`config.mk`:
```
export PLATFORM = sky130hd
export DESIGN_NAME = scrambled_key_value_lookup_top_flat
export DESIGN_NICKNAME = d
export VERILOG_FILES = /design/src/rtl/skvl_pkg.sv /design/src/rtl/skvl_in_if.sv /design/src/rtl/skvl_out_if.sv /design/src/rtl/skvl_cfg_if.sv /design/src/rtl/skvl_dp.sv /design/src/rtl/skvl_ctrl.sv /design/src/rtl/scrambled_key_value_lookup_top.sv /design/src/flat_wrapper.sv
export SDC_FILE = /design/constraint.sdc
export NUM_CORES = 1
export LEC_CHECK = 0
export BUFFER_PORTS_ARGS = -buffer_cell sky130_fd_sc_hd__buf_2
export CORE_ASPECT_RATIO = 1.1
export CORE_MARGIN = 1
export CORE_UTILIZATION = 45
export DETAILED_ROUTE_END_ITERATION = 6
export PLACE_DENSITY = 0.73
export SYNTH_ARGS = -nofsm -noshare
export SYNTH_HDL_FRONTEND = slang
export SYNTH_SLANG_ARGS = --single-unit
export TNS_END_PERCENT = 1
```
`constraint.sdc`:
```
create_clock -name clk -period 8 [get_ports clk]
set_clock_uncertainty 0.1 [all_clocks]
set_input_delay 0.4 -clock clk [delete_from_list [all_inputs] [get_ports clk]]
set_output_delay 0.4 -clock clk [all_outputs]
set_load 0.005 [all_outputs]
```
`src/rtl/skvl_pkg.sv`:
```
`default_nettype none

package skvl_pkg;

  localparam int KEY_BYTES = 32;
  localparam int KEY_IDX_W = $clog2(KEY_BYTES);

  localparam logic [31:0] KEY_WORDS [8] = '{
    32'hfaf4e9d3, 32'ha74e9c39, 32'h73e7ce9d, 32'h3b76edda,
    32'hb56bd7ae, 32'h5dbb76ed, 32'hdbb76fdf, 32'hbf7ffefd
  };

  localparam logic [7:0] CHAR_NUL = 8'h00;
  localparam logic [7:0] CHAR_LF  = 8'h0a;
  localparam logic [7:0] CHAR_CR  = 8'h0d;
  localparam logic [7:0] CHAR_EQ  = 8'h3d;

  localparam logic [1:0] CFG_KEY_NAME    = 2'd0;
  localparam logic [1:0] CFG_KEY_LENGTH  = 2'd1;
  localparam logic [1:0] CFG_VALUE_LIMIT = 2'd2;

  typedef enum logic [1:0] {
    ST_FOUND     = 2'd0,
    ST_NOT_FOUND = 2'd1,
    ST_TOO_LONG  = 2'd2
  } st_code_t;

  typedef struct packed {
    logic accept;
    logic rd_en;
    logic load_byte;
    logic load_status;
  } dp_cmd_t;

  typedef struct packed {
    logic evt;
    logic replay;
  } dp_stat_t;

  function automatic logic [7:0] key_byte(input logic [KEY_IDX_W-1:0] p);
    logic [31:0] word;
    word = KEY_WORDS[p[KEY_IDX_W-1:2]];
    return word[8*(3-p[1:0]) +: 8];
  endfunction

endpackage

`default_nettype wire

```
`src/rtl/skvl_in_if.sv`:
```
`default_nettype none

interface skvl_in_if;
  logic       valid;
  logic       ready;
  logic       start_req;
  logic [7:0] cipher_byte;

  modport source (output valid, start_req, cipher_byte, input ready);
  modport sink (input valid, start_req, cipher_byte, output ready);
endinterface

`default_nettype wire

```
`src/rtl/skvl_out_if.sv`:
```
`default_nettype none

interface skvl_out_if;
  logic       valid;
  logic       ready;
  logic       is_status;
  logic [7:0] value_byte;
  logic [1:0] status_code;
  logic [5:0] value_length;
  logic       last;

  modport source (
    output valid, is_status, value_byte, status_code, value_length, last,
    input ready
  );
  modport sink (
    input valid, is_status, value_byte, status_code, value_length, last,
    output ready
  );
endinterface

`default_nettype wire

```
`src/rtl/skvl_cfg_if.sv`:
```
`default_nettype none

interface skvl_cfg_if;
  logic        valid;
  logic        ready;
  logic [1:0]  index;
  logic [63:0] data;

  modport source (output valid, index, data, input ready);
  modport sink (input valid, index, data, output ready);
endinterface

`default_nettype wire

```
`src/rtl/skvl_dp.sv`:
```
`default_nettype none

module skvl_dp #(
  parameter int FILE_BYTES      = 256,
  parameter int NAME_MAX_CHARS  = 8,
  parameter int VALUE_MAX_BYTES = 64
) (
  input  logic                                   clk,
  input  logic                                   rst,
  input  skvl_pkg::dp_cmd_t                      cmd,
  output skvl_pkg::dp_stat_t                     stat,
  input  logic [$clog2(VALUE_MAX_BYTES)-1:0]     rd_addr,
  output logic [$clog2(VALUE_MAX_BYTES+1)-1:0]   value_len,
  input  logic                                   cfg_we,
  input  logic [1:0]                             cfg_index,
  input  logic [63:0]                            cfg_data,
  input  logic                                   start_req,
  input  logic [7:0]                             cipher_byte,
  output logic                                   is_status,
  output logic [7:0]                             value_byte,
  output logic [1:0]                             status_code,
  output logic [5:0]                             value_length,
  output logic                                   last
);
  import skvl_pkg::*;

  localparam int PW = $clog2(FILE_BYTES);
  localparam int AW = $clog2(VALUE_MAX_BYTES);
  localparam int CW = $clog2(VALUE_MAX_BYTES+1);
  localparam logic [PW-1:0] LAST_POS = PW'(FILE_BYTES-1);
  localparam logic [3:0] NAME_MAX = 4'(NAME_MAX_CHARS);
  localparam logic [6:0] VMAX7 = 7'(VALUE_MAX_BYTES);
  localparam logic [CW-1:0] VMAXC = CW'(VALUE_MAX_BYTES);

  typedef enum logic [3:0] {
    PH_NAME  = 4'b0001,
    PH_VALUE = 4'b0010,
    PH_REST  = 4'b0100,
    PH_SEP   = 4'b1000
  } phase_t;

  logic [63:0]   key_name;
  logic [3:0]    key_length;
  logic [6:0]    value_limit;

  logic [PW-1:0] pos, pos_c, pos_next;
  phase_t        phase, phase_c, phase_w, phase_next;
  logic          done, done_c, done_next;
  logic [3:0]    name_cnt, cnt_c, cnt_w, cnt_next;
  logic          match, match_c, match_w, match_next;
  logic [CW-1:0] vcnt, vcnt_c, vcnt_next;

  logic [7:0]    b;
  logic          term;
  logic [3:0]    eff_len;
  logic [7:0]    want;
  logic [6:0]    lim;
  logic          nf;
  logic          close;
  logic          wr_en;
  st_code_t      code;

  logic [7:0]    mem [VALUE_MAX_BYTES];
  logic [7:0]    rd_data;
  st_code_t      stat_code;
  logic [CW-1:0] stat_len;

  always_ff @(posedge clk) begin
    if (rst) begin
      key_name    <= '0;
      key_length  <= '0;
      value_limit <= 7'd64;
    end else if (cfg_we) begin
      case (cfg_index)
        CFG_KEY_NAME:    key_name <= cfg_data;
        CFG_KEY_LENGTH:  key_length <= cfg_data[3:0];
        CFG_VALUE_LIMIT: value_limit <= cfg_data[6:0];
        default: ;
      endcase
    end
  end

  assign eff_len = (key_length > NAME_MAX) ? NAME_MAX : key_length;
  assign lim     = (value_limit > VMAX7) ? VMAX7 : value_limit;

  always_comb begin
    pos_c   = start_req ? '0 : pos;
    phase_c = start_req ? PH_NAME : phase;
    done_c  = start_req ? 1'b0 : done;
    cnt_c   = start_req ? '0 : name_cnt;
    match_c = start_req ? 1'b1 : match;
    vcnt_c  = start_req ? '0 : vcnt;

    pos_next   = pos_c;
    phase_next = phase_c;
    done_next  = done_c;
    cnt_next   = cnt_c;
    match_next = match_c;
    vcnt_next  = vcnt_c;
    phase_w    = phase_c;
    cnt_w      = cnt_c;
    match_w    = match_c;
    wr_en      = 1'b0;
    nf         = 1'b0;
    close      = 1'b0;

    b    = cipher_byte ^ key_byte(pos_c[KEY_IDX_W-1:0]);
    term = (b == CHAR_CR) || (b == CHAR_LF);
    want = 8'h00;

    if (!done_c) begin
      if (phase_c == PH_SEP && b != CHAR_NUL && !term) begin
        phase_w = PH_NAME;
        cnt_w   = '0;
        match_w = 1'b1;
      end
      phase_next = phase_w;
      cnt_next   = cnt_w;
      match_next = match_w;
      want       = key_name[8*(7-cnt_w[2:0]) +: 8];

      unique case (phase_w)
        PH_SEP: begin
          if (b == CHAR_NUL) nf = 1'b1;
        end
        PH_NAME: begin
          if (b == CHAR_NUL || term) begin
            nf = 1'b1;
          end else if (b == CHAR_EQ) begin
            if (match_w && cnt_w == eff_len) begin
              phase_next = PH_VALUE;
              vcnt_next  = '0;
            end else begin
              phase_next = PH_REST;
            end
          end else begin
            if (!(cnt_w < eff_len && want == b)) match_next = 1'b0;
            if (cnt_w != 4'hf) cnt_next = cnt_w + 4'd1;
          end
        end
        PH_VALUE: begin
          if (b == CHAR_NUL || term) begin
            close = 1'b1;
          end else if (vcnt_c < VMAXC) begin
            wr_en     = 1'b1;
            vcnt_next = vcnt_c + CW'(1);
          end
        end
        PH_REST: begin
          if (b == CHAR_NUL) nf = 1'b1;
          else if (term) phase_next = PH_SEP;
        end
        default: ;
      endcase

      if (!nf && !close) begin
        if (pos_c == LAST_POS) begin
          if (phase_next == PH_VALUE) close = 1'b1;
          else nf = 1'b1;
        end else begin
          pos_next = pos_c + PW'(1);
        end
      end
      if (nf || close) done_next = 1'b1;
    end

    if (nf || lim == 7'd0) code = ST_NOT_FOUND;
    else if (7'(vcnt_next) >= lim) code = ST_TOO_LONG;
    else code = ST_FOUND;
  end

  assign stat.evt    = nf || close;
  assign stat.replay = (code == ST_FOUND) && (vcnt_next != '0);
  assign value_len   = stat_len;

  always_ff @(posedge clk) begin
    if (rst) begin
      pos      <= '0;
      phase    <= PH_NAME;
      done     <= 1'b0;
      name_cnt <= '0;
      match    <= 1'b1;
      vcnt     <= '0;
    end else if (cmd.accept) begin
      pos      <= pos_next;
      phase    <= phase_next;
      done     <= done_next;
      name_cnt <= cnt_next;
      match    <= match_next;
      vcnt     <= vcnt_next;
    end
  end

  always_ff @(posedge clk) begin
    if (cmd.accept && wr_en) mem[vcnt_c[AW-1:0]] <= b;
    if (cmd.rd_en) rd_data <= mem[rd_addr];
  end

  always_ff @(posedge clk) begin
    if (cmd.accept && stat.evt) begin
      stat_code <= code;
      stat_len  <= (code == ST_FOUND) ? vcnt_next : '0;
    end
    if (cmd.load_byte) begin
      is_status    <= 1'b0;
      value_byte   <= rd_data;
      status_code  <= ST_FOUND;
      value_length <= '0;
      last         <= 1'b0;
    end else if (cmd.load_status) begin
      is_status    <= 1'b1;
      value_byte   <= '0;
      status_code  <= stat_code;
      value_length <= 6'(stat_len);
      last         <= 1'b1;
    end
  end

endmodule

`default_nettype wire

```
`src/rtl/skvl_ctrl.sv`:
```
`default_nettype none

module skvl_ctrl #(
  parameter int VALUE_MAX_BYTES = 64
) (
  input  logic                                  clk,
  input  logic                                  rst,
  input  logic                                  in_valid,
  output logic                                  in_ready,
  input  logic                                  out_ready,
  output logic                                  out_valid,
  output skvl_pkg::dp_cmd_t                     cmd,
  input  skvl_pkg::dp_stat_t                    stat,
  input  logic [$clog2(VALUE_MAX_BYTES+1)-1:0]  value_len,
  output logic [$clog2(VALUE_MAX_BYTES)-1:0]    rd_addr
);
  import skvl_pkg::*;

  localparam int AW = $clog2(VALUE_MAX_BYTES);
  localparam int CW = $clog2(VALUE_MAX_BYTES+1);

  typedef enum logic [3:0] {
    S_IDLE   = 4'b0001,
    S_READ   = 4'b0010,
    S_SEND   = 4'b0100,
    S_STATUS = 4'b1000
  } state_t;

  state_t        state, state_next;
  logic [CW-1:0] idx, idx_next;
  logic          out_free;

  assign in_ready = (state == S_IDLE);
  assign out_free = !out_valid || out_ready;
  assign rd_addr  = idx[AW-1:0];

  always_comb begin
    state_next      = state;
    idx_next        = idx;
    cmd.accept      = in_valid && in_ready;
    cmd.rd_en       = 1'b0;
    cmd.load_byte   = 1'b0;
    cmd.load_status = 1'b0;
    unique case (state)
      S_IDLE: begin
        if (cmd.accept && stat.evt) begin
          idx_next   = '0;
          state_next = stat.replay ? S_READ : S_STATUS;
        end
      end
      S_READ: begin
        cmd.rd_en  = 1'b1;
        state_next = S_SEND;
      end
      S_SEND: begin
        if (out_free) begin
          cmd.load_byte = 1'b1;
          if (CW'(idx + CW'(1)) == value_len) begin
            state_next = S_STATUS;
          end else begin
            idx_next   = idx + CW'(1);
            state_next = S_READ;
          end
        end
      end
      S_STATUS: begin
        if (out_free) begin
          cmd.load_status = 1'b1;
          state_next      = S_IDLE;
        end
      end
      default: state_next = S_IDLE;
    endcase
  end

  always_ff @(posedge clk) begin
    if (rst) begin
      state     <= S_IDLE;
      idx       <= '0;
      out_valid <= 1'b0;
    end else begin
      state <= state_next;
      idx   <= idx_next;
      if (cmd.load_byte || cmd.load_status) out_valid <= 1'b1;
      else if (out_ready) out_valid <= 1'b0;
    end
  end

endmodule

`default_nettype wire

```
`src/rtl/scrambled_key_value_lookup_top.sv`:
```
// Throughput: one file byte per cycle while no result is due.
// A deciding byte's status is registered and loaded into the output register from
// S_STATUS once the output is free, after a found value replays each byte through
// S_READ and S_SEND (the value memory read is registered); input is held off until
// the status is loaded. Reset: synchronous active-high rst restores the parser,
// position, config and FSM to defaults; value memory and output data are not cleared.
`default_nettype none

module scrambled_key_value_lookup_top #(
  parameter int FILE_BYTES      = 256,
  parameter int NAME_MAX_CHARS  = 8,
  parameter int VALUE_MAX_BYTES = 64
) (
  input  logic   clk,
  input  logic   rst,
  skvl_in_if.sink     items,
  skvl_out_if.source  results,
  skvl_cfg_if.sink    cfg
);
  import skvl_pkg::*;

  localparam int AW = $clog2(VALUE_MAX_BYTES);
  localparam int CW = $clog2(VALUE_MAX_BYTES+1);

  dp_cmd_t       cmd;
  dp_stat_t      stat;
  logic [AW-1:0] rd_addr;
  logic [CW-1:0] value_len;

  assign cfg.ready = 1'b1;

  skvl_ctrl #(
    .VALUE_MAX_BYTES(VALUE_MAX_BYTES)
  ) u_ctrl (
    .clk       (clk),
    .rst       (rst),
    .in_valid  (items.valid),
    .in_ready  (items.ready),
    .out_ready (results.ready),
    .out_valid (results.valid),
    .cmd       (cmd),
    .stat      (stat),
    .value_len (value_len),
    .rd_addr   (rd_addr)
  );

  skvl_dp #(
    .FILE_BYTES     (FILE_BYTES),
    .NAME_MAX_CHARS (NAME_MAX_CHARS),
    .VALUE_MAX_BYTES(VALUE_MAX_BYTES)
  ) u_dp (
    .clk          (clk),
    .rst          (rst),
    .cmd          (cmd),
    .stat         (stat),
    .rd_addr      (rd_addr),
    .value_len    (value_len),
    .cfg_we       (cfg.valid),
    .cfg_index    (cfg.index),
    .cfg_data     (cfg.data),
    .start_req    (items.start_req),
    .cipher_byte  (items.cipher_byte),
    .is_status    (results.is_status),
    .value_byte   (results.value_byte),
    .status_code  (results.status_code),
    .value_length (results.value_length),
    .last         (results.last)
  );

endmodule

`default_nettype wire

```
`src/flat_wrapper.sv`:
```
// flat-port wrapper written by rule: the top's interface ports become plain ports
module scrambled_key_value_lookup_top_flat import skvl_pkg::*;
#(
  parameter int FILE_BYTES      = 256,
  parameter int NAME_MAX_CHARS  = 8,
  parameter int VALUE_MAX_BYTES = 64
)
  (clk, rst, items_valid, items_start_req, items_cipher_byte, items_ready, results_valid, results_is_status, results_value_byte, results_status_code, results_value_length, results_last, results_ready, cfg_valid, cfg_index, cfg_data, cfg_ready);
  skvl_in_if items_i ();
  skvl_out_if results_i ();
  skvl_cfg_if cfg_i ();
  input  logic clk;
  input  logic rst;
  input wire logic [$bits(items_i.valid)-1:0] items_valid;
  input wire logic [$bits(items_i.start_req)-1:0] items_start_req;
  input wire logic [$bits(items_i.cipher_byte)-1:0] items_cipher_byte;
  output wire logic [$bits(items_i.ready)-1:0] items_ready;
  output wire logic [$bits(results_i.valid)-1:0] results_valid;
  output wire logic [$bits(results_i.is_status)-1:0] results_is_status;
  output wire logic [$bits(results_i.value_byte)-1:0] results_value_byte;
  output wire logic [$bits(results_i.status_code)-1:0] results_status_code;
  output wire logic [$bits(results_i.value_length)-1:0] results_value_length;
  output wire logic [$bits(results_i.last)-1:0] results_last;
  input wire logic [$bits(results_i.ready)-1:0] results_ready;
  input wire logic [$bits(cfg_i.valid)-1:0] cfg_valid;
  input wire logic [$bits(cfg_i.index)-1:0] cfg_index;
  input wire logic [$bits(cfg_i.data)-1:0] cfg_data;
  output wire logic [$bits(cfg_i.ready)-1:0] cfg_ready;
  assign items_i.valid = items_valid;
  assign items_i.start_req = items_start_req;
  assign items_i.cipher_byte = items_cipher_byte;
  assign items_ready = items_i.ready;
  assign results_valid = results_i.valid;
  assign results_is_status = results_i.is_status;
  assign results_value_byte = results_i.value_byte;
  assign results_status_code = results_i.status_code;
  assign results_value_length = results_i.value_length;
  assign results_last = results_i.last;
  assign results_i.ready = results_ready;
  assign cfg_i.valid = cfg_valid;
  assign cfg_i.index = cfg_index;
  assign cfg_i.data = cfg_data;
  assign cfg_ready = cfg_i.ready;
  scrambled_key_value_lookup_top #(.FILE_BYTES(FILE_BYTES), .NAME_MAX_CHARS(NAME_MAX_CHARS), .VALUE_MAX_BYTES(VALUE_MAX_BYTES)) u_core (.clk(clk), .rst(rst), .items(items_i), .results(results_i), .cfg(cfg_i));
endmodule
```
==> results_dict.tcl <==
set metrics [dict create \
    cts_root_buffer "clkbuf_16" \
    syn_inst 1842 \
    grt_overflow_total 0 \
    grt_pass1_vias 16959 \
    ys_ff_latch 658 \
    drt_iter0_drc 1810 \
    cts_tree "yes" \
    grt_first_pass_wirelength_mm 103 \
    initial_core_util_pct 45.7 \
    synth_top_family_by_area "multiplexers" \
    drt-pass1-iter-count 5 \
    coreArea_mm2 0.0612 \
    peakVddDrop_mv 0.200 \
    viasPerCell 5.90 \
    tritoncts.num_buffers 69 \
    vias 16978 \
    relSlewSlack_pct 27.4 \
    wl_per_cell_um 23.4 \
    p_leak_nw 10.3 \
    drt_wl_total_mm 67.3 \
    htree_levels 3 \
    die_h_um 263 \
    synth-async-reset-ratio_pct 0 \
    setup_tns_ns 0 \
    power.total_mw 7.15 \
    status "completed" \
    setup_violations 0 \
    nets 2099 \
    cp.required_ns 8.42 \
    rsz0062_at_grt "false" \
    cts.sinks 658 \
    crit_fanout 18 \
    antenna_found_initial 2 \
    path_class "reg2reg" \
    port_buffers 99 \
    drc 0 \
    ys_seq_area_share_pct 66.3 \
    synth_simple_gate_area_share_pct 9.08 \
    met1_usage_pct 28.5 \
    cp_slowest_cell "or4_4" \
    grt_busiest_layer "met2" \
    synth_flop_cell "edfxtp_1" \
    grt_use_met2_pct 35.8 \
    place_ws_ns 0.408 \
    ys_warn_count 0 \
    cp-start-kind "flop" \
    synth_edf_count 537 \
    grtUsageMet3_pct 3.28 \
    dp.final_hpwl_mm 41.0 \
    fmax_mhz 137 \
    ys_types 92 \
    drive_gt1_share_pct 21.6 \
    hp-class "in2reg" \
    clk_latency_ns 0.62 \
    power.density_mw_per_mm2 223 \
    end_kind "flop" \
    syn_avg_cell_area_um2 15.2 \
    antenna_left 0 \
    gp_routability_congestion 0.874 \
    synth_xor_area_share_pct 1.10 \
    synth_nets 1942 \
    grt_max_degree 91 \
    clkSlewWorstSetupHoldPaths_ns 0.06 \
    finalHoldViolCount 0 \
    drv_slew 0 \
    die_w_um 240 \
    rows 95 \
    fin_crit_sh_pct 91.2 \
    worst_slack_ns 0.702 \
    globalRouteTotalUtil_pct 21.6 \
    cap_violations 0 \
    clock_path_buffers 3 \
    synth_compound_area_share_pct 5.66 \
    stdcell_count 2876 \
    min_period_ns 7.30 \
    worstPathArrival_ns 7.71 \
    yosys.area_share.adder_pct 0.895 \
    io_pins 101 \
    critical_path.max_stage_delay_ns 0.55 \
    area_growth_pct 14.9 \
    synth_area_mm2 0.0280 \
    dp_cells 2686 \
    die_area_mm2 0.0631 \
    worstMarginPinSlew_ns 1.08 \
    muxShareOfSynthArea_pct 14.8 \
]
## path summary, 6_finish.rpt
path	startpoint	cells after the start	end	slack (ns)
max	u_core.u_dp.pos[2]$_SDFFE_PP0P_	30	u_core.u_ctrl.state[1]$_SDFFE_PP0P_	0.70
min	rst	2	u_core.u_dp.value_limit[2]$_SDFFE_PP0P_	0.04
max reg2reg	u_core.u_dp.pos[2]$_SDFFE_PP0P_	30	u_core.u_ctrl.state[1]$_SDFFE_PP0P_	0.70
min reg2reg	u_core.u_dp.key_name[29]$_SDFFE_PP0P_	2	u_core.u_dp.key_name[29]$_SDFFE_PP0P_	0.35
## critical path: cells and delay by family, from the launching register on
family          cells  cell delay (ns)
mux                 1             0.48
fa+ha+maj           3             0.91
simple gates        8             1.59
buf+inv             4             0.51
flops               1             0.49
compound gates     13             2.88
xor+xnor            1             0.27
## metal layers
metal  wire, µm  up-vias
met5          0        -
met4       2310        0
met3       4790      164
met2      33500      833
met1      26700     8552
li1           -     7429
## metrics by stage
stage | utilization (%) | hold WS (ns) | cell area, µm²
global route | 52.5 | 0.0433 | 32100
CTS | 52.4 | 0.0168 | 32100
detailed placement | 47.8 | 0.347 | 29300
floorplan | - | 0.332 | 28000
finish | 52.5 | 0.0367 | 32100
global placement | 47.8 | 0.344 | 29300
## area by class of cell
class | instances | area (µm²)
Timing Repair Buffer | 191 | 1350
Sequential cell | 658 | 18600
Clock inverter | 31 | 315
Antenna cell | 2 | 5.00
Fill cell | 4822 | 29100
Tap cell | 824 | 1030
Inverter | 35 | 138
Multi-Input combinational cell | 1044 | 8870
Clock buffer | 91 | 1860
## power by group
| group | internal (mW) | switching (mW) |
|---|---|---|
| Combinational | 0.0897 | 0.182 |
| Clock | 1.81 | 1.31 |
| Sequential | 3.74 | 0.0171 |
## registers in the layout, summed over array words and instances, names as in the netlist, 2 cells and up
register and count:
u_core.u_ctrl.idx 7, u_core.u_ctrl.state 4, u_core.u_dp.key_length 4, u_core.u_dp.key_name 64, u_core.u_dp.mem 512, u_core.u_dp.name_cnt 4
u_core.u_dp.phase 4, u_core.u_dp.pos 8, u_core.u_dp.rd_data 8, u_core.u_dp.stat_code 2, u_core.u_dp.status_code 2, u_core.u_dp.value_byte 8
u_core.u_dp.value_len 7, u_core.u_dp.value_length 6, u_core.u_dp.value_limit 7, u_core.u_dp.vcnt 7
## placed cells by master, fill, tap and decap left out, types with 31 or more instances in the layout
| master | netlist | routed |
|---|---|---|
| a21oi_1 | 108 | 108 |
| nor2_1 | 160 | 159 |
| mux2i_1 | 32 | 32 |
| edfxtp_1 | 537 | 537 |
| mux4_2 | 169 | 169 |
| dfxtp_1 | 121 | 118 |
| nand2_1 | 204 | 203 |
| dlygate4sd3_1 | 0 | 64 |
| clkbuf_16 | 0 | 70 |
| buf_2 | 5 | 98 |
| nand3_1 | 32 | 31 |
## logic make-up (layout without fill, tap and decap cells)
group                    Yosys count  after routing
flip-flops                       658            658
multiplexers                     202            202
adder cells (fa/ha/maj)           20             20
AND/OR/NAND/NOR                  546            546
AO/OA/AOI/OAI                    243            243
XOR/XNOR                          32             32
other                              1              3
buffers and inverters            140            348
## repair_timing
item                                    CTS  global route
buffers inserted                          0             2
endpoints found under the setup margin    0             2
endpoints found under the hold margin    74             0
hold buffers                             64             0
gates resized for setup                   0             3
## cells in the mapped netlist, drive strengths merged (20+ instances only)
cell type | number | share of area [%]
ha | 20 | 0.89
dfxtp | 121 | 8.7
nand2b | 20 | 0.46
nor3 | 28 | 0.50
clkbuf | 76 | 1.0
nor2 | 161 | 2.2
inv | 34 | 0.46
edfxtp | 537 | 58
o21ai | 33 | 0.60
a21oi | 109 | 2.0
mux2i | 32 | 1.1
xnor2 | 21 | 0.75
buf | 29 | 0.64
nand2 | 205 | 2.8
nand3 | 32 | 0.57
mux4 | 169 | 14
(Power assumes the default switching activity.)
